[config.mk]
export PLATFORM = sky130hd
export DESIGN_NAME = rau_front
export DESIGN_NICKNAME = d
export VERILOG_FILES = /design/src/rtl/rau_pkg.sv /design/src/rtl/rau_front.sv
export SDC_FILE = /design/constraint.sdc
export NUM_CORES = 2
export LEC_CHECK = 0
export BUFFER_PORTS_ARGS = -buffer_cell sky130_fd_sc_hd__clkbuf_2
export CAP_MARGIN = 20
export CORE_UTILIZATION = 60
export DETAILED_ROUTE_END_ITERATION = 10
export PLACE_DENSITY = 0.87
export SLEW_MARGIN = 20
export SYNTH_ARGS = -nofsm -noshare
export SYNTH_HDL_FRONTEND = slang
export SYNTH_SLANG_ARGS = --single-unit
[constraint.sdc]
create_clock -name clk -period 25.5 [get_ports clk]
set_clock_uncertainty 0.2 [all_clocks]
set_input_delay 1.275 -clock clk [delete_from_list [all_inputs] [get_ports clk]]
set_output_delay 1.275 -clock clk [all_outputs]
set_load 0.02 [all_outputs]
[src/rtl/rau_pkg.sv]
// Shared types and codes for the rational arithmetic unit.
// Used by every module of the block; depends on nothing.
package rau_pkg;

  localparam int MAG_W = 63;          // magnitude of any cross product or sum
  localparam int N_W   = MAG_W + 1;   // signed cross product or sum
  localparam int CNT_W = 6;           // holds a bit index of a magnitude

  localparam logic [2:0] KIND_ADD = 3'd0;
  localparam logic [2:0] KIND_SUB = 3'd1;
  localparam logic [2:0] KIND_MUL = 3'd2;
  localparam logic [2:0] KIND_DIV = 3'd3;
  localparam logic [2:0] KIND_EQ  = 3'd4;

  localparam logic [1:0] ST_OK   = 2'd0;
  localparam logic [1:0] ST_DIVZ = 2'd1;
  localparam logic [1:0] ST_OVF  = 2'd2;

  typedef struct packed {
    logic [2:0]         kind;
    logic signed [31:0] a_num;
    logic [30:0]        a_den;
    logic signed [31:0] b_num;
    logic [30:0]        b_den;
  } rau_in_t;

  typedef struct packed {
    logic signed [31:0] res_num;
    logic [30:0]        res_den;
    logic               is_equal;
    logic [1:0]         status;
  } rau_out_t;

  typedef enum logic {JOB_CONST, JOB_REDUCE} rau_cls_t;

  typedef struct packed {
    rau_cls_t              cls;
    logic signed [N_W-1:0] n;
    logic [MAG_W-1:0]      d;
    rau_out_t              res;
  } rau_job_t;

  typedef struct packed {
    logic full;
    logic empty;
  } rau_qstat_t;

endpackage

[src/rtl/rau_front.sv]
// Front part: accepts an operation, forms the cross products on one
// multiplier, classifies the job and pushes it into the queue. Uses rau_pkg.
module rau_front (
  input  logic                clk,
  input  logic                rst,
  input  logic                start,
  output logic                busy,
  input  rau_pkg::rau_in_t    op,
  output logic                push,
  output rau_pkg::rau_job_t   push_job,
  input  rau_pkg::rau_qstat_t stat
);
  import rau_pkg::*;

  typedef enum logic [1:0] {F_IDLE, F_MUL, F_PUSH} fstate_t;

  fstate_t               state;
  rau_in_t               opr;
  logic                  cst;
  logic [1:0]            cst_st;
  logic [1:0]            step;
  logic signed [N_W-1:0] p0, p1, p2;
  logic signed [32:0]    ma, mb;
  logic signed [65:0]    prod;
  logic [1:0]            last_step;
  logic                  den_zero;

  assign busy      = (state != F_IDLE);
  assign den_zero  = (op.a_den == '0) || (op.b_den == '0);
  assign last_step = ((opr.kind == KIND_ADD) || (opr.kind == KIND_SUB)) ? 2'd2 : 2'd1;

  always_comb begin
    ma = {opr.a_num[31], opr.a_num};
    mb = {2'b00, opr.b_den};
    case (step)
      2'd0: begin
        ma = {opr.a_num[31], opr.a_num};
        mb = (opr.kind == KIND_MUL) ? {opr.b_num[31], opr.b_num} : {2'b00, opr.b_den};
      end
      2'd1: begin
        ma = (opr.kind == KIND_MUL) ? {2'b00, opr.a_den} : {opr.b_num[31], opr.b_num};
        mb = (opr.kind == KIND_MUL) ? {2'b00, opr.b_den} : {2'b00, opr.a_den};
      end
      default: begin
        ma = {2'b00, opr.a_den};
        mb = {2'b00, opr.b_den};
      end
    endcase
    prod = ma * mb;
  end

  always_comb begin
    push_job         = '0;
    push_job.cls     = JOB_CONST;
    push_job.res.res_den = 31'd1;
    push_job.res.status  = ST_OK;
    if (cst) begin
      push_job.res.status = cst_st;
    end else begin
      case (opr.kind)
        KIND_ADD: begin
          push_job.cls = JOB_REDUCE;
          push_job.n   = p0 + p1;
          push_job.d   = p2[MAG_W-1:0];
        end
        KIND_SUB: begin
          push_job.cls = JOB_REDUCE;
          push_job.n   = p0 - p1;
          push_job.d   = p2[MAG_W-1:0];
        end
        KIND_MUL: begin
          push_job.cls = JOB_REDUCE;
          push_job.n   = p0;
          push_job.d   = p1[MAG_W-1:0];
        end
        KIND_DIV: begin
          // move the sign of the denominator onto the numerator
          push_job.cls = JOB_REDUCE;
          push_job.n   = p1[N_W-1] ? -p0 : p0;
          push_job.d   = p1[N_W-1] ? MAG_W'(-p1) : p1[MAG_W-1:0];
        end
        KIND_EQ: begin
          push_job.res.is_equal = (p0 == p1);
        end
        default: begin
        end
      endcase
    end
  end

  assign push = (state == F_PUSH);

  always_ff @(posedge clk) begin
    if (rst) begin
      state <= F_IDLE;
    end else begin
      case (state)
        F_IDLE: begin
          if (start) begin
            opr    <= op;
            step   <= 2'd0;
            cst    <= 1'b0;
            cst_st <= ST_OK;
            if (den_zero || ((op.kind == KIND_DIV) && (op.b_num == '0))) begin
              cst    <= 1'b1;
              cst_st <= ST_DIVZ;
              state  <= F_PUSH;
            end else if (op.kind > KIND_EQ) begin
              cst   <= 1'b1;
              state <= F_PUSH;
            end else begin
              state <= F_MUL;
            end
          end
        end
        F_MUL: begin
          case (step)
            2'd0:    p0 <= prod[N_W-1:0];
            2'd1:    p1 <= prod[N_W-1:0];
            default: p2 <= prod[N_W-1:0];
          endcase
          step <= step + 2'd1;
          if (step == last_step) begin
            state <= F_PUSH;
          end
        end
        F_PUSH: begin
          if (!stat.full) begin
            state <= F_IDLE;
          end
        end
        default: state <= F_IDLE;
      endcase
    end
  end

endmodule

==> results.py <==
metrics = {
    "global_routing": {
        "track_usage": 0.404,
        "grt_pass1_vias": 52500,
        "gr-total-overflow": 0,
        "antenna_found_initial": 3,
        "grt_start_max_net_pins": 166,
        "grt_pass1_wl_um": 309000,
    },
    "cts": {
        "clkSlewWorstSetupHoldPaths_ns": 0.06,
        "cts_root_buf": "clkbuf_16",
        "numClockSinks": 326,
        "cts_inserted_buffers": 36,
        "clkLatencyLatePin_ns": 0.59,
        "tritoncts": "built",
        "cts.path.max_buffers": 3,
        "cts_max_level": 2,
        "post_cts_resized": 0,
        "holdBufCountCts": 0,
        "post_cts_buffers": 0,
    },
    "cells_and_area": {
        "drive_above_1_share": 0.0760,
        "multiInputGateArea_um2": 44900,
        "n_fill_cell": 8022,
        "area_delta_synth_final_pct": 6.39,
        "nets": 8361,
        "fin_util": 0.643,
        "stdcell_area_um2": 64200,
        "seq_area_um2": 9770,
    },
    "setup_path": {
        "path_max_fanout": 165,
        "path_delay_family": "adder cells",
        "slowest_delay_ns": 0.95,
        "cp.arrival_ns": 12.89,
        "slowest_stage": "nor2_4",
        "critPathRequiredTime_ns": 25.64,
        "crit_buf_inv": 6,
        "crit_top_cell": "fa_1",
        "critPathKind": "register to register",
        "end_kind": "register",
        "start_kind": "register",
    },
    "route": {
        "routed_wl_um": 204000,
        "wl_per_cell_um": 25.2,
        "drt_first_pass_iters": 6,
        "num_vias": 50900,
        "drt_iter0_drc": 5914,
        "drtAntennaViolNets": 0,
        "route.detailed.drc": 0,
        "via_per_inst": 6.28,
    },
    "logic_synthesis": {
        "synth_cells": 6697,
        "yosys_warnings": 0,
        "ys.flop_type": "edfxtp_1",
        "async_flop_share": 0,
        "netlist_area_um2": 60400,
        "synth-seq-cells": 326,
        "ys_seq_area_frac": 0.162,
        "postSynthAreaPerCell_um2": 9.02,
        "synth_edf_count": 324,
        "synth.distinct_cells": 86,
    },
    "die": {
        "die_x_um": 319,
        "placementRows": 116,
        "io_pins": 330,
        "fp.dieH_um": 319,
        "core_area_um2": 99900,
        "initial_core_util": 0.605,
        "die_area_um2": 102000,
    },
    "worst_hold_path": {
        "hp-class": "register to register",
    },
    "timing": {
        "slew_viol_final": 0,
        "fin_crit_ns": 12.75,
        "tightestPinTransition_ns": 1.25,
        "setup_violations": 0,
        "whs_ns": 0.399,
        "hold_viol": 0,
        "fin_tns_setup_ns": 0,
        "rsz0062_at_grt": "no",
        "timing.fmax_ghz": 0.0784,
        "timing.final.crit_share": 0.500,
        "maxSlewHeadroom": 0.166,
    },
    "outcome": {
        "status": "finished clean",
    },
    "placement": {
        "gp_congestion": 1.01,
        "port_buffers": 264,
        "place_area_um2": 63000,
        "place_hpwl_um": 156000,
    },
    "flow_run": {
        "drv_cap": 0,
    },
}
==> routing by layer <==
layer / track usage / share of wire / vias to the layer above
met5: 0.00520 / 0.00064 / -
met3: 0.146 / 0.14 / 888
met2: 0.613 / 0.43 / 3801
met4: 0.214 / 0.067 / 8
li1: - / - / 21400
met1: 0.507 / 0.36 / 24800
==> area by class of cell <==
| class | instances | area share |
|---|---|---|
| antenna | 5 | 0.000195 |
| clock inverter | 22 | 0.00411 |
| inverter | 1195 | 0.0698 |
| timing repair buffer | 383 | 0.0353 |
| sequential | 326 | 0.152 |
| clock buffer | 40 | 0.0143 |
| tap | 1298 | 0.0253 |
| multi-input combinational | 4836 | 0.699 |
==> path summary, 6_finish.rpt <==
path / from / to / slack, ns / depth (start not counted)
worst max-delay path: opr[127]$_DFFE_PP_ / p0[59]$_DFFE_PP_ / 12.75 / 31
worst min-delay path: step[0]$_SDFFCE_PN0P_ / step[0]$_SDFFCE_PN0P_ / 0.40 / 1
worst max register to register: opr[127]$_DFFE_PP_ / p0[59]$_DFFE_PP_ / 12.75 / 31
worst min register to register: step[0]$_SDFFCE_PN0P_ / step[0]$_SDFFCE_PN0P_ / 0.40 / 1
==> synthesized netlist by cell type, types with 7 or more instances <==
library cell / number / area, µm²
inv_1: 1191 / 4470
fa_1: 1107 / 22200
nor2_1: 836 / 3140
nand2_1: 761 / 2860
ha_1: 342 / 4280
edfxtp_1: 324 / 9730
clkbuf_1: 315 / 1180
a21oi_1: 249 / 1250
xnor2_1: 206 / 1800
o21ai_0: 160 / 801
a211oi_1: 82 / 616
nor3_1: 78 / 390
a21o_1: 65 / 488
buf_4: 64 / 480
a22oi_1: 59 / 443
nor4_1: 54 / 338
nand4_1: 47 / 294
xor2_1: 47 / 412
and2_1: 46 / 288
a31oi_1: 42 / 263
nand3_1: 40 / 200
a21boi_0: 38 / 285
nor2b_1: 38 / 238
nand2b_1: 37 / 231
o21bai_1: 36 / 270
a221oi_1: 32 / 280
a221o_1: 31 / 310
o31ai_1: 28 / 210
o211ai_1: 27 / 203
or3_1: 26 / 163
o22ai_1: 22 / 138
o21a_1: 19 / 143
mux2i_1: 18 / 180
o41ai_1: 18 / 158
and3_1: 17 / 106
buf_1: 17 / 63.8
a41oi_1: 15 / 131
a311oi_1: 14 / 123
or2_2: 14 / 87.6
a2111oi_0: 10 / 87.6
o31a_1: 9 / 78.8
or4_1: 9 / 67.6
a31o_2: 7 / 61.3
o21ai_1: 7 / 35.0
==> placed cells by master (no fill, tap or decap), types with 82 or more instances in the layout <==
master    netlist  routed
o21ai_0       160     160
a21oi_1       249     249
clkbuf_2        0     264
inv_1        1191    1191
nand2_1       761     759
a211oi_1       82      82
edfxtp_1      324     324
xnor2_1       206     206
nor2_1        836     833
ha_1          342     341
fa_1         1107    1107
buf_4          64     114
==> logic make-up (layout without fill, tap and decap cells) <==
family,after synthesis,count (layout),synth area share
flip-flops,326,326,0.162
other,2,69,0.000124
buffers and inverters,1597,1640,0.103
multiplexers,20,20,0.00336
adder cells (fa/ha/maj),1449,1449,0.438
AND/OR/NAND/NOR,2038,2038,0.145
AO/OA/AOI/OAI,1012,1012,0.112
XOR/XNOR,253,253,0.0367
==> state kept, by name (all words and copies together) (netlist names) <==
signal / flops
cst: 1
cst_st: 1
opr: 129
p0: 64
p1: 64
p2: 63
state: 2
step: 2
==> stage by stage <==
stage                     cells  setup WS [ns]
after floorplan            6759          13.70
after global placement     8033          13.31
after detailed placement   8035          13.08
after CTS                  8097          13.03
after global routing       8100          12.44
final                      8105          12.75
Power is not shown: default switching activity piles up to over one toggle a cycle in this logic, so the estimate is an artifact.
