===== config.mk =====
export PLATFORM = sky130hd
export DESIGN_NAME = rau_back
export DESIGN_NICKNAME = d
export VERILOG_FILES = /design/src/rtl/rau_pkg.sv /design/src/rtl/rau_back.sv
export SDC_FILE = /design/constraint.sdc
export NUM_CORES = 2
export LEC_CHECK = 0
export ABC_AREA = 1
export BUFFER_PORTS_ARGS = -buffer_cell sky130_fd_sc_hd__buf_2
export CORE_ASPECT_RATIO = 2
export CORE_MARGIN = 2
export CORE_UTILIZATION = 40
export CTS_BUF_LIST = sky130_fd_sc_hd__clkbuf_4 sky130_fd_sc_hd__clkbuf_8
export CTS_CLUSTER_SIZE = 30
export DETAILED_ROUTE_END_ITERATION = 8
export SETUP_SLACK_MARGIN = 0.02
export SYNTH_ARGS = -nofsm -noshare
export SYNTH_HDL_FRONTEND = slang
export SYNTH_SLANG_ARGS = --single-unit

===== constraint.sdc =====
create_clock -name clk -period 21.8 [get_ports clk]
set_clock_uncertainty 0.2 [all_clocks]
set_input_delay 5.45 -clock clk [delete_from_list [all_inputs] [get_ports clk]]
set_output_delay 5.45 -clock clk [all_outputs]
set_load 0.005 [all_outputs]

===== src/rtl/rau_pkg.sv =====
// Shared types and codes for the rational arithmetic unit.
// Used by every module of the block; depends on nothing.
package rau_pkg;

  localparam int MAG_W = 63;          // magnitude of any cross product or sum
  localparam int N_W   = MAG_W + 1;   // signed cross product or sum
  localparam int CNT_W = 6;           // holds a bit index of a magnitude

  localparam logic [2:0] KIND_ADD = 3'd0;
  localparam logic [2:0] KIND_SUB = 3'd1;
  localparam logic [2:0] KIND_MUL = 3'd2;
  localparam logic [2:0] KIND_DIV = 3'd3;
  localparam logic [2:0] KIND_EQ  = 3'd4;

  localparam logic [1:0] ST_OK   = 2'd0;
  localparam logic [1:0] ST_DIVZ = 2'd1;
  localparam logic [1:0] ST_OVF  = 2'd2;

  typedef struct packed {
    logic [2:0]         kind;
    logic signed [31:0] a_num;
    logic [30:0]        a_den;
    logic signed [31:0] b_num;
    logic [30:0]        b_den;
  } rau_in_t;

  typedef struct packed {
    logic signed [31:0] res_num;
    logic [30:0]        res_den;
    logic               is_equal;
    logic [1:0]         status;
  } rau_out_t;

  typedef enum logic {JOB_CONST, JOB_REDUCE} rau_cls_t;

  typedef struct packed {
    rau_cls_t              cls;
    logic signed [N_W-1:0] n;
    logic [MAG_W-1:0]      d;
    rau_out_t              res;
  } rau_job_t;

  typedef struct packed {
    logic full;
    logic empty;
  } rau_qstat_t;

endpackage


===== src/rtl/rau_back.sv =====
// Back part: pops jobs, reduces by a binary GCD, divides both terms by the
// GCD one quotient bit a cycle and checks the range. Uses rau_pkg.
module rau_back (
  input  logic                clk,
  input  logic                rst,
  output logic                pop,
  input  rau_pkg::rau_job_t   pop_job,
  input  rau_pkg::rau_qstat_t stat,
  output logic                done,
  output rau_pkg::rau_out_t   result
);
  import rau_pkg::*;

  typedef enum logic [2:0] {B_IDLE, B_TWOS, B_GCD, B_DIVN, B_DIVD, B_FIN} bstate_t;

  localparam logic [MAG_W-1:0] MAX_POS = MAG_W'(32'h7FFF_FFFF);
  localparam logic [MAG_W-1:0] MAX_NEG = MAG_W'(32'h8000_0000);

  bstate_t          state;
  logic             neg;
  logic [MAG_W-1:0] mag, den, x, y, g, q, qn, qd;
  logic [MAG_W:0]   rem, rs, diff;
  logic [CNT_W-1:0] k, cnt;
  logic [MAG_W-1:0] q_next;
  logic [MAG_W:0]   rem_next;
  logic             ovf;
  logic [MAG_W-1:0] abs_n;

  assign pop   = (state == B_IDLE) && !stat.empty;
  assign abs_n = pop_job.n[N_W-1] ? MAG_W'(-pop_job.n) : pop_job.n[MAG_W-1:0];

  // one restoring division step
  always_comb begin
    rs   = {rem[MAG_W-1:0], q[MAG_W-1]};
    diff = rs - {1'b0, g};
    if (!diff[MAG_W] || rs[MAG_W]) begin
      rem_next = diff;
      q_next   = {q[MAG_W-2:0], 1'b1};
    end else begin
      rem_next = rs;
      q_next   = {q[MAG_W-2:0], 1'b0};
    end
  end

  assign ovf = (qd > MAX_POS) || (neg ? (qn > MAX_NEG) : (qn > MAX_POS));

  always_ff @(posedge clk) begin
    if (rst) begin
      state <= B_IDLE;
      done  <= 1'b0;
    end else begin
      done <= 1'b0;
      case (state)
        B_IDLE: begin
          if (!stat.empty) begin
            if (pop_job.cls == JOB_CONST) begin
              result <= pop_job.res;
              done   <= 1'b1;
            end else begin
              neg   <= pop_job.n[N_W-1];
              mag   <= abs_n;
              den   <= pop_job.d;
              x     <= abs_n;
              y     <= pop_job.d;
              k     <= '0;
              state <= B_TWOS;
            end
          end
        end
        B_TWOS: begin
          // strip common factors of two
          if (!x[0] && !y[0]) begin
            x <= x >> 1;
            y <= y >> 1;
            k <= k + 1'b1;
          end else begin
            state <= B_GCD;
          end
        end
        B_GCD: begin
          if (x == '0) begin
            g     <= y << k;
            q     <= mag;
            rem   <= '0;
            cnt   <= '0;
            state <= B_DIVN;
          end else if (!x[0]) begin
            x <= x >> 1;
          end else if (!y[0]) begin
            y <= y >> 1;
          end else if (x >= y) begin
            x <= (x - y) >> 1;
          end else begin
            y <= (y - x) >> 1;
          end
        end
        B_DIVN: begin
          q   <= q_next;
          rem <= rem_next;
          cnt <= cnt + 1'b1;
          if (cnt == CNT_W'(MAG_W - 1)) begin
            qn    <= q_next;
            q     <= den;
            rem   <= '0;
            cnt   <= '0;
            state <= B_DIVD;
          end
        end
        B_DIVD: begin
          q   <= q_next;
          rem <= rem_next;
          cnt <= cnt + 1'b1;
          if (cnt == CNT_W'(MAG_W - 1)) begin
            qd    <= q_next;
            state <= B_FIN;
          end
        end
        B_FIN: begin
          result.is_equal <= 1'b0;
          if (ovf) begin
            result.res_num <= '0;
            result.res_den <= 31'd1;
            result.status  <= ST_OVF;
          end else begin
            result.res_num <= neg ? -qn[31:0] : qn[31:0];
            result.res_den <= qd[30:0];
            result.status  <= ST_OK;
          end
          done  <= 1'b1;
          state <= B_IDLE;
        end
        default: state <= B_IDLE;
      endcase
    end
  end

endmodule


==> reports/metrics.cfg <==
[floorplanning]
die_w_um = 249
design.die.area_um2 = 123000
rows = 179
ports_placed_on_the_boundary = 266
floorplan.initialDensity = 0.404
core_region_area_um2 = 119000
die_h_um = 494

[timing]
min_setup_slack_post_route_ns = 10.06
tightest_slew_ns = 1.36
slew-limit-headroom = 0.0870
rsz0062_at_grt = false
period_minus_slack_ns = 11.74
max_freq_mhz = 85.2
tns_ns = 0
period_share = 0.539
hold_viol_final = 0
final_max_slew_viol_count = 0
final-setup-viol-count = 0

[logic_synthesis]
netlist-cell-type-count = 53
synth_flop_cell = sky130_fd_sc_hd__edfxtp_1
syn_avg_cell_area_um2 = 7.22
ys_warn_count = 0
dominant_cell_type_by_area_after_synthesis = sky130_fd_sc_hd__edfxtp_1
mappedNetlistNets = 7051
ys_top_cells_by_area = sky130_fd_sc_hd__edfxtp_1 40%, sky130_fd_sc_hd__nand2_1 17%, sky130_fd_sc_hd__inv_1 6.4%
synth_edf_count = 646
synth_sequential_area_ratio = 0.406
synth_common_cells = 2169 x sky130_fd_sc_hd__nand2_1, 819 x sky130_fd_sc_hd__inv_1, 747 x sky130_fd_sc_hd__nor2_1
synth_seq_cells = 650
synth_cells = 6653
asyncSetResetFlopFracSynth = 0
synth_top_area_share = 0.404
synth_area_um2 = 48000
top_count_cell_post_synth = sky130_fd_sc_hd__nand2_1

[setup_path]
timing.reg2reg.worst_path_depth = 8
crit_path_start_kind = primary input
worst-setup-path-type = primary input to output pin
timing.critical_path.fanout_max = 2
arrival_ns = 6.09
cp.required_ns = 16.15
timing.critical_path.to_type = output pin

[status]
run_status = completed

[grt]
globalRoute.totalOverflow = 0
first_global_vias = 46600
grt_use_total = 0.368
initial_antenna_violation_count = 31
grt_start_max_net_pins = 71
grt_pass1_wl_mm = 321

[clock_network]
ctsHoldBuffers = 0
cts.path.max_buffers = 3
cts.sink_count = 650
clkSlewWorstSetupHoldPaths_ns = 0.07
cts_made_buffers = 97
post_cts.resized_instances = 0
cts-root-buf = sky130_fd_sc_hd__clkbuf_8
clock_tree.htree_level_count = 3
tritoncts = yes
cts_setup_buffers = 0
clk_latency_worst_skew_pair_ns = 0.89

[power_and_ir_drop]
leakage_uw = 0.0240
max_ir_drop_vdd_mv = 0.0802
power.density_cell_area_nw_per_um2 = 136

[flow_run]
drv_cap = 0

[routing]
drtIter0Drc = 4132
drtPass1Iterations = 6
vias = 46800
routed_wire_length_per_instance_um = 27.0
post_drt_via_cell_ratio = 5.51
drt-total-wl_mm = 229
drc = 0
ant_nets = 0

[placement]
io_buffers = 264
gp_routability_congestion = 1.04
pre_cts_ws_ns = 10.10
dp_hpwl_mm = 189

[finish]
post_route_cells_drive_above_1_share = 0.0819
nFillCells = 12600
layout-area-overhead-vs-synth_pct = 10.4
num-nets-final = 7256

[min_path]
holdCritPathClass = flip-flop to flip-flop
timing.hold.worst_path_depth = 0

final timing paths:
| check | startpoint | to | slack [ns] |
|---|---|---|---|
| worst max-delay path | stat[0] | pop | 10.06 |
| worst min-delay path | q[38] | qd[39] | 0.30 |
| worst max register to register | x[60] | rem[61] | 16.94 |
| worst min register to register | q[38] | qd[39] | 0.30 |
per-layer routing:
layer / track usage / part of all wire / up-vias
li1: - / - / 22200
met5: 0 / 0.00014 / -
met3: 0.0549 / 0.057 / 696
met4: 0.399 / 0.13 / 6
met2: 0.640 / 0.49 / 2045
met1: 0.359 / 0.33 / 21800
per-stage QoR:
step / hold WS [ns] / instance area, um2 / power (uW) / util / cells
finish: 0.304 / 53000 / 7200 / 0.446 / 8499
global route: 0.314 / 53000 / 7560 / 0.445 / 8479
CTS: 0.295 / 53000 / 7120 / 0.445 / 8476
detailed placement: 0.288 / 50900 / 6000 / 0.428 / 8296
global placement: 0.282 / 50900 / 5980 / 0.428 / 8296
floorplan: 0.245 / 48000 / 4330 / - / 6653
flip-flops by register name, indices dropped and copies added (netlist names):
signal	count
qn	63
k	6
y	63
state	3
q	63
cnt	6
g	63
qd	63
den	63
mag	63
rem	63
x	63
result	66
neg	1
done	1
cells in the final DEF, fill, tap and decap left out, types with 46 or more instances in the layout:
cell                       synthesis  layout
sky130_fd_sc_hd__inv_1           819     813
sky130_fd_sc_hd__clkbuf_8          0      98
sky130_fd_sc_hd__edfxtp_1        646     646
sky130_fd_sc_hd__a21oi_1         275     274
sky130_fd_sc_hd__ha_1            197     197
sky130_fd_sc_hd__a22oi_1          90      90
sky130_fd_sc_hd__xor2_1          145     145
sky130_fd_sc_hd__o21ai_0         477     470
sky130_fd_sc_hd__nand4_1          59      59
sky130_fd_sc_hd__buf_4             4      63
sky130_fd_sc_hd__nor2_1          747     742
sky130_fd_sc_hd__o211ai_1         75      75
sky130_fd_sc_hd__nand3_1         319     319
sky130_fd_sc_hd__mux2i_1          59      59
sky130_fd_sc_hd__o21ai_1          39      46
sky130_fd_sc_hd__nand2_1        2169    2169
sky130_fd_sc_hd__buf_2            39     264
worst max-delay path: stages:
cell	delay (ns)
sky130_fd_sc_hd__buf_2	0.10
sky130_fd_sc_hd__nor2_1	0.35
sky130_fd_sc_hd__buf_2	0.19
cell type report:
class                           count  area [um2]  area share
Tap cell                         1538        1920      0.0363
Clock inverter                     57         543      0.0102
Sequential cell                   650       19500       0.367
Clock buffer                      123        1540      0.0290
Inverter                          843        3170      0.0598
Timing Repair Buffer              328        1810      0.0341
Antenna cell                       22        55.1     0.00104
Multi-Input combinational cell   4938       24500       0.462
power by group:
| group | leakage (uW) | internal [uW] | switching [uW] | total (uW) |
|---|---|---|---|---|
| clock | 0.00107 | 549 | 565 | 1110 |
| combinational | 0.0170 | 1090 | 3070 | 4160 |
| sequential | 0.00596 | 1720 | 208 | 1930 |
kinds of logic (layout without fill, tap and decap cells):
| group | Yosys count | after routing | synth area share |
|---|---|---|---|
| simple gates | 3457 | 3457 | 0.290 |
| fa+ha+maj | 200 | 200 | 0.0526 |
| other cells | 0 | 22 | 0 |
| buf+inv | 1065 | 1351 | 0.0855 |
| compound gates | 1050 | 1050 | 0.122 |
| mux | 59 | 59 | 0.0123 |
| flops | 650 | 650 | 0.406 |
| xor+xnor | 172 | 172 | 0.0314 |
Power figures use the tool's default switching activity.
