## src/rtl/rau_pkg.sv

```systemverilog
// Shared types and codes for the rational arithmetic unit.
// Used by every module of the block; depends on nothing.
package rau_pkg;

  localparam int MAG_W = 63;          // magnitude of any cross product or sum
  localparam int N_W   = MAG_W + 1;   // signed cross product or sum
  localparam int CNT_W = 6;           // holds a bit index of a magnitude

  localparam logic [2:0] KIND_ADD = 3'd0;
  localparam logic [2:0] KIND_SUB = 3'd1;
  localparam logic [2:0] KIND_MUL = 3'd2;
  localparam logic [2:0] KIND_DIV = 3'd3;
  localparam logic [2:0] KIND_EQ  = 3'd4;

  localparam logic [1:0] ST_OK   = 2'd0;
  localparam logic [1:0] ST_DIVZ = 2'd1;
  localparam logic [1:0] ST_OVF  = 2'd2;

  typedef struct packed {
    logic [2:0]         kind;
    logic signed [31:0] a_num;
    logic [30:0]        a_den;
    logic signed [31:0] b_num;
    logic [30:0]        b_den;
  } rau_in_t;

  typedef struct packed {
    logic signed [31:0] res_num;
    logic [30:0]        res_den;
    logic               is_equal;
    logic [1:0]         status;
  } rau_out_t;

  typedef enum logic {JOB_CONST, JOB_REDUCE} rau_cls_t;

  typedef struct packed {
    rau_cls_t              cls;
    logic signed [N_W-1:0] n;
    logic [MAG_W-1:0]      d;
    rau_out_t              res;
  } rau_job_t;

  typedef struct packed {
    logic full;
    logic empty;
  } rau_qstat_t;

endpackage

```

## src/rtl/rau_queue.sv

```systemverilog
// Two-entry job queue between the front and back parts.
// Depends on rau_pkg for the job and status types.
module rau_queue (
  input  logic              clk,
  input  logic              rst,
  input  logic              push,
  input  rau_pkg::rau_job_t push_job,
  input  logic              pop,
  output rau_pkg::rau_job_t pop_job,
  output rau_pkg::rau_qstat_t stat
);
  import rau_pkg::*;

  rau_job_t   mem [2];
  logic       wptr;
  logic       rptr;
  logic [1:0] count;

  assign stat.full  = (count == 2'd2);
  assign stat.empty = (count == 2'd0);
  assign pop_job    = mem[rptr];

  always_ff @(posedge clk) begin
    if (rst) begin
      wptr  <= 1'b0;
      rptr  <= 1'b0;
      count <= 2'd0;
    end else begin
      if (push && !stat.full) begin
        wptr <= ~wptr;
      end
      if (pop && !stat.empty) begin
        rptr <= ~rptr;
      end
      count <= count + {1'b0, push && !stat.full} - {1'b0, pop && !stat.empty};
    end
  end

  always_ff @(posedge clk) begin
    if (push && !stat.full) begin
      mem[wptr] <= push_job;
    end
  end

endmodule

```

## config.mk

```make
export PLATFORM = sky130hd
export DESIGN_NAME = rau_queue
export DESIGN_NICKNAME = d
export VERILOG_FILES = /design/src/rtl/rau_pkg.sv /design/src/rtl/rau_queue.sv
export SDC_FILE = /design/constraint.sdc
export NUM_CORES = 1
export LEC_CHECK = 0
export BUFFER_PORTS_ARGS = -buffer_cell sky130_fd_sc_hd__buf_2
export CAP_MARGIN = 20
export CORE_UTILIZATION = 45
export CTS_CLUSTER_DIAMETER = 60
export DETAILED_ROUTE_END_ITERATION = 10
export PLACE_DENSITY = 0.73
export REMOVE_ABC_BUFFERS = 1
export SETUP_SLACK_MARGIN = 0.4
export SLEW_MARGIN = 20
export SYNTH_ARGS = -nofsm -noshare
export SYNTH_HDL_FRONTEND = slang
export SYNTH_SLANG_ARGS = --single-unit
```

## constraint.sdc

```tcl
create_clock -name clk -period 8.3 [get_ports clk]
set_input_delay 0.83 -clock clk [delete_from_list [all_inputs] [get_ports clk]]
set_output_delay 0.83 -clock clk [all_outputs]
set_load 0.005 [all_outputs]
```

==> run metrics, run 1 <==
Hold Crit Depth=1; CTS Buf Count=41; Final Power=5.83 mW; routability congestion estimate from global placement=0.733; Reg2Reg Setup Slack=5.28 ns; HP Start=push_job[40]; DPL Wire Length=between 15000 and 20000 um; min cycle time layout=between 3 and 4 ns; setup TNS=0 ns; Sink Count=393; Net Sw Frac=25.1%; initial antenna violation count=12; r2r startpoint=count[0]; dpl ws=4.80 ns; synth warn=0; final setup violation count=0; switching power total=1.46 mW; Max Clock Freq=0.266 GHz; Post-Route WL=28500 um; post-synthesis instance total=631; RSZ-0062 raised after global routing=no; Clk pwr share=around 30%; GRT Total Usage=16.2%; largest net degree at the start of global routing=125; wire length per cell=18.6 um; Register-to-Register Path Depth=5; Die Area=33800 um^2; Slew headroom=between 20 and 30%; Gate power share=24.6%; WP data arrival=about 2.9 ns; aggregate global routing overflow=0; Filler cells=2577; Routed Antenna Nets=0; sequential-to-total area share from yosys stat=78.9%; sequential share of power=45.5%; first-pass GRT wire length=41700 um; 1st-iter DRT viols=347; core box area=32500 um^2; WHS Endpoint=mem[1][40]; post_cts resized=0; Mean Syn Cell Area=between 20 and 25 um^2; CTS tree=done; Hold Violations, Final=0; Top Ports=about 400; PortBufs=393; vias in the first global route=roughly 7600; static leakage=7.22 nW; worst r2r dst=mem[0][49]; Power Internal=4.37 mW; DRC=0; H-Tree Depth=2; Final #Nets=1250; Post-CTS Setup Bufs=0; Max VDD drop=roughly 0.28 mV; hold crit path type=input port to flop; #FFs+latches synth=between 300 and 400; max-cap violations=0; via/cell ratio=4.75; post-synth cell types=22; worst setup margin=4.54 ns; clock-pin slew on the worst setup and hold paths=0.06 ns; Die Wd=184 um; Worst Max-Slew Pin Slew=1.05 ns; Crit Path Category=flop to primary output; die height=184 um; crit start category=flop; fin util=57.1%; Starting Density=45.8%; status=finished clean; hold_buf cts=0; # rows=66; Cell Area, Synth=14900 um^2; Worst Skew=~0.016 ns; crit end category=primary output; Power per Cell Area=314 nW/um^2; Final Cell Area=18600 um^2; period utilization=45.3%; Synth top area share=78.2%; Pins Over Slew Limit=0; dpl cell area=17300 um^2; CTS Root Cell=clkbuf_16; crit path max fanout=52; Clock Latency Late Sink=0.51 ns; clock buffer depth=3; top post-synthesis cells by area=edfxtp_1, mux2_4, mux2_2, buf_6, dfxtp_1; post-synth top area cell=edfxtp_1; worst endpoint required time=about 7.5 ns; area growth from synthesis to layout=24.6%; share of cells above drive strength 1=roughly 61%; Vias=7257; Pre-antenna DRT Iters=4
-- placed cells by master, fill, tap and decap left out, types with 2 or more instances in the layout --
| master | count |
|---|---|
| dfxtp_1 | 4 |
| mux2_2 | 34 |
| diode_2 | 9 |
| buf_2 | 393 |
| buf_4 | 4 |
| ha_1 | 2 |
| edfxtp_1 | 388 |
| clkinv_1 | 9 |
| mux2_4 | 160 |
| clkinv_2 | 7 |
| bufinv_16 | 4 |
| inv_1 | 3 |
| nor2_1 | 4 |
| inv_6 | 2 |
| clkbuf_16 | 41 |
| clkbuf_1 | 5 |
-- area by class of cell --
| class | instances | area [um^2] | share of cell area (%) |
|---|---|---|---|
| flip-flops and latches | 393 | 11800 | 63.3 |
| multi-input cells | 212 | 2910 | 15.7 |
| repair buffers | 398 | 2020 | 10.9 |
| clock buffers | 47 | 1060 | 5.70 |
| well taps | 442 | 553 | 2.98 |
| clock inverters | 24 | 230 | 1.24 |
| inverters | 4 | 22.5 | 0.121 |
| diodes | 9 | 22.5 | 0.121 |
-- registers in the layout, indices dropped and copies added, names as in the netlist, named ones only --
signal and flops:
mem 388, count 2, rptr 1, wptr 1
-- synth_stat cells (all sizes together) --
cell,count
inv,4
a21oi,1
or3,1
nand2,1
edfxtp,388
o21a,1
mux2,194
nor2b,1
nand2b,1
and3,1
xor2,1
ha,2
xnor2,1
nor2,4
buf,22
and2,1
nor3,1
dfxtp,5
o21ai,1
-- worst max-delay path, stage by stage (launching register included) --
cell and delay (ns):
dfxtp_4 0.94, buf_4 0.84, mux2_2 0.42, buf_2 0.13
-- power groups by stage --
stage	combinational [mW]	clock, mW	sequential, mW
after floorplan	1.09	0	2.82
after global placement	1.45	0	2.68
after detailed placement	1.46	0	2.70
after CTS	1.47	1.79	2.66
after global routing	1.54	1.86	2.68
final	1.43	1.74	2.65
-- stage by stage --
step,hold WS (ns),cells
finish,0.505,1529
CTS,0.477,1520
global route,0.481,1525
detailed placement,0.491,1449
floorplan,0.452,609
global placement,0.477,1449
-- cells by family (layout without fill, tap and decap cells) --
group / count (synthesis) / in the layout / synth area share [%]
DFF: 393 / 393 / 78.9
other: 0 / 9 / 0
xor gates and xnor gates: 2 / 2 / 0.118
and+or+nand+nor: 11 / 11 / 0.386
adders and majority gates: 2 / 2 / 0.168
muxes: 194 / 194 / 18.7
AOI/OAI and AO/OA: 3 / 3 / 0.118
buffers and inverters: 26 / 473 / 1.66
-- worst max path at each step --
stage | start | to | slack (ns) | cells past startpoint
floorplan | flop | pop_job[0] | -0.09 | 1
global placement | push | mem[0][7] | 4.82 | 5
detailed placement | push | mem[0][95] | 4.80 | 5
CTS | flop | pop_job[9] | 4.47 | 3
global route | flop | pop_job[9] | 4.36 | 3
finish | flop | pop_job[9] | 4.54 | 3
-- per-layer routing --
metal | global-route usage [%] | vias up | part of all wire (%)
li1 | - | 3372 | -
met1 | 18.5 | 3542 | 38
met5 | 0 | - | 0.14
met4 | 6.17 | 6 | 2.6
met3 | 6.24 | 59 | 9.3
met2 | 27.5 | 278 | 50
Power figures use the tool's default switching activity.
==> run 2, diff against run 1 <==
- clock period: 8.3 -> 3.7 ns (I/O delays scaled with it)
==> run metrics, run 2 (synthesized netlist as in run 1, its figures left out) <==
status=finished clean; vias in the first global route=about 7700; dpl ws=1.44 ns; sequential share of power=43.8%; H-Tree Depth=2; final setup violation count=0; placed cell count=1453; Reg2Reg Setup Slack=1.43 ns; Pre-antenna DRT Iters=4; Final #Nets=1282; Routed Antenna Nets=0; PortBufs=approximately 400; WP data arrival=about 2.3 ns; biggest regs=mem: 388 flops, count: 2 flops; commonest non-fill, non-tap cell in the layout=buf_2; period utilization=70.9%; Clock Latency Late Sink=~0.52 ns; hold_buf cts=20; Power per Cell Area=704 nW/um^2; initial antenna violation count=10; Worst Skew=around 0.013 ns; Slew headroom=52.8%; Power Internal=10.0 mW; Register-to-Register Path Depth=5; hold crit path type=input port to flop; worst setup margin=1.08 ns; max FFs per register=just under 400; Net Sw Frac=25.2%; first-pass GRT wire length=between 40000 and 50000 um; RSZ-0062 raised after global routing=no; Hold Crit Depth=1; Pins Over Slew Limit=0; # rows=66; share of cells above drive strength 1=59.6%; static leakage=7.44 nW; area growth from synthesis to layout=27.9%; dpl cell area=17400 um^2; die height=roughly 180 um; HP Start=push_job[79]; core box area=approximately 33000 um^2; Top Ports=about 390; post_cts resized=0; DRC=0; crit start category=flop; clock buffer depth=3; setup TNS=0 ns; crit path max fanout=66; WHS Endpoint=mem[1][79]; Worst Max-Slew Pin Slew=0.708 ns; Max VDD drop=between 0.5 and 0.6 mV; 1st-iter DRT viols=303; Hold Violations, Final=0; Die Area=33800 um^2; Crit Path Category=flop to primary output; CTS Buf Count=43; worst r2r dst=mem[0][156]; max-cap violations=0; GRT Total Usage=16.3%; Starting Density=between 40% and 50%; fin cells=1562; Biggest register=mem; Die Wd=184 um; Clk pwr share=31.0%; via/cell ratio=4.75; Gate power share=25.1%; CTS Root Cell=clkbuf_16; wire length per cell=roughly 18 um; Sink Count=between 300 and 400; Vias=7426; DPL Wire Length=18800 um; most frequent cells in the layout=buf_2, edfxtp_1, mux2_4, clkbuf_16, mux2_2; Final Cell Area=19100 um^2; r2r startpoint=count[0]; clock-pin slew on the worst setup and hold paths=0.06 ns; Max Clock Freq=0.381 GHz; Post-Route WL=~29000 um; crit end category=primary output; min cycle time layout=2.62 ns; routability congestion estimate from global placement=0.715; worst endpoint required time=approximately 3.3 ns; largest net degree at the start of global routing=92; Post-CTS Setup Bufs=0; switching power total=~3.4 mW; CTS tree=done; aggregate global routing overflow=0; fin util=58.6%
==> run 2: changes by cell type in the layout (fill, tap and decap cells not counted), sizes merged <==
cell / change
bufinv: -1
inv: -1
diode: -4
dlygate4sd3: +26
clkbuf: +6
clkinv: +3
buf: +4
==> run 2: worst max path at each step <==
stage / start / end / slack [ns] / cells after the start
after floorplan: flop / pop_job[0] / -4.23 / 1
after global placement: push / mem[0][117] / 1.46 / 5
after global routing: flop / pop_job[29] / 1.00 / 3
after CTS: flop / pop_job[15] / 1.05 / 3
final: flop / pop_job[27] / 1.08 / 3
after detailed placement: count[0] / mem[0][148] / 1.44 / 5
==> run 2: per-layer routing <==
layer	global-route usage (%)	up-vias	wire (um)
li1	-	3428	-
met2	28.2	300	14600
met4	6.40	8	893
met5	0	-	57
met1	17.9	3619	10500
met3	6.32	71	2660
==> run 2: metrics by stage <==
stage | hold WS (ns) | power (mW)
final | 0.0276 | 13.4
after detailed placement | 0.499 | 9.38
after floorplan | 0.439 | 8.30
after global placement | 0.478 | 9.32
after global routing | 0.000973 | 14.0
after CTS | 0.0000567 | 13.6
==> run 2: layout make-up <==
type                            instances  area (um^2)
Antenna cell                            5         12.5
Clock buffer                           53         1200
Clock inverter                         25          213
Fill cell                            2479        13500
Inverter                                4         22.5
Multi-Input combinational cell        212         2910
Sequential cell                       393        11800
Tap cell                              442          553
Timing Repair Buffer                  428         2390
==> run 2: worst max-delay path, stage by stage (launching register included) <==
cell,delay [ns]
dfxtp_4,0.66
buf_12,0.41
mux2_2,0.40
buf_2,0.13
==> run 2: power by group through the flow <==
stage                     combinational, mW  sequential, mW  clock (mW)
final                                  3.37            5.88        4.16
after floorplan                        2.06            6.24           0
after detailed placement               3.40            5.98           0
after global placement                 3.38            5.93           0
after CTS                              3.43            5.89        4.26
after global routing                   3.62            5.93        4.44
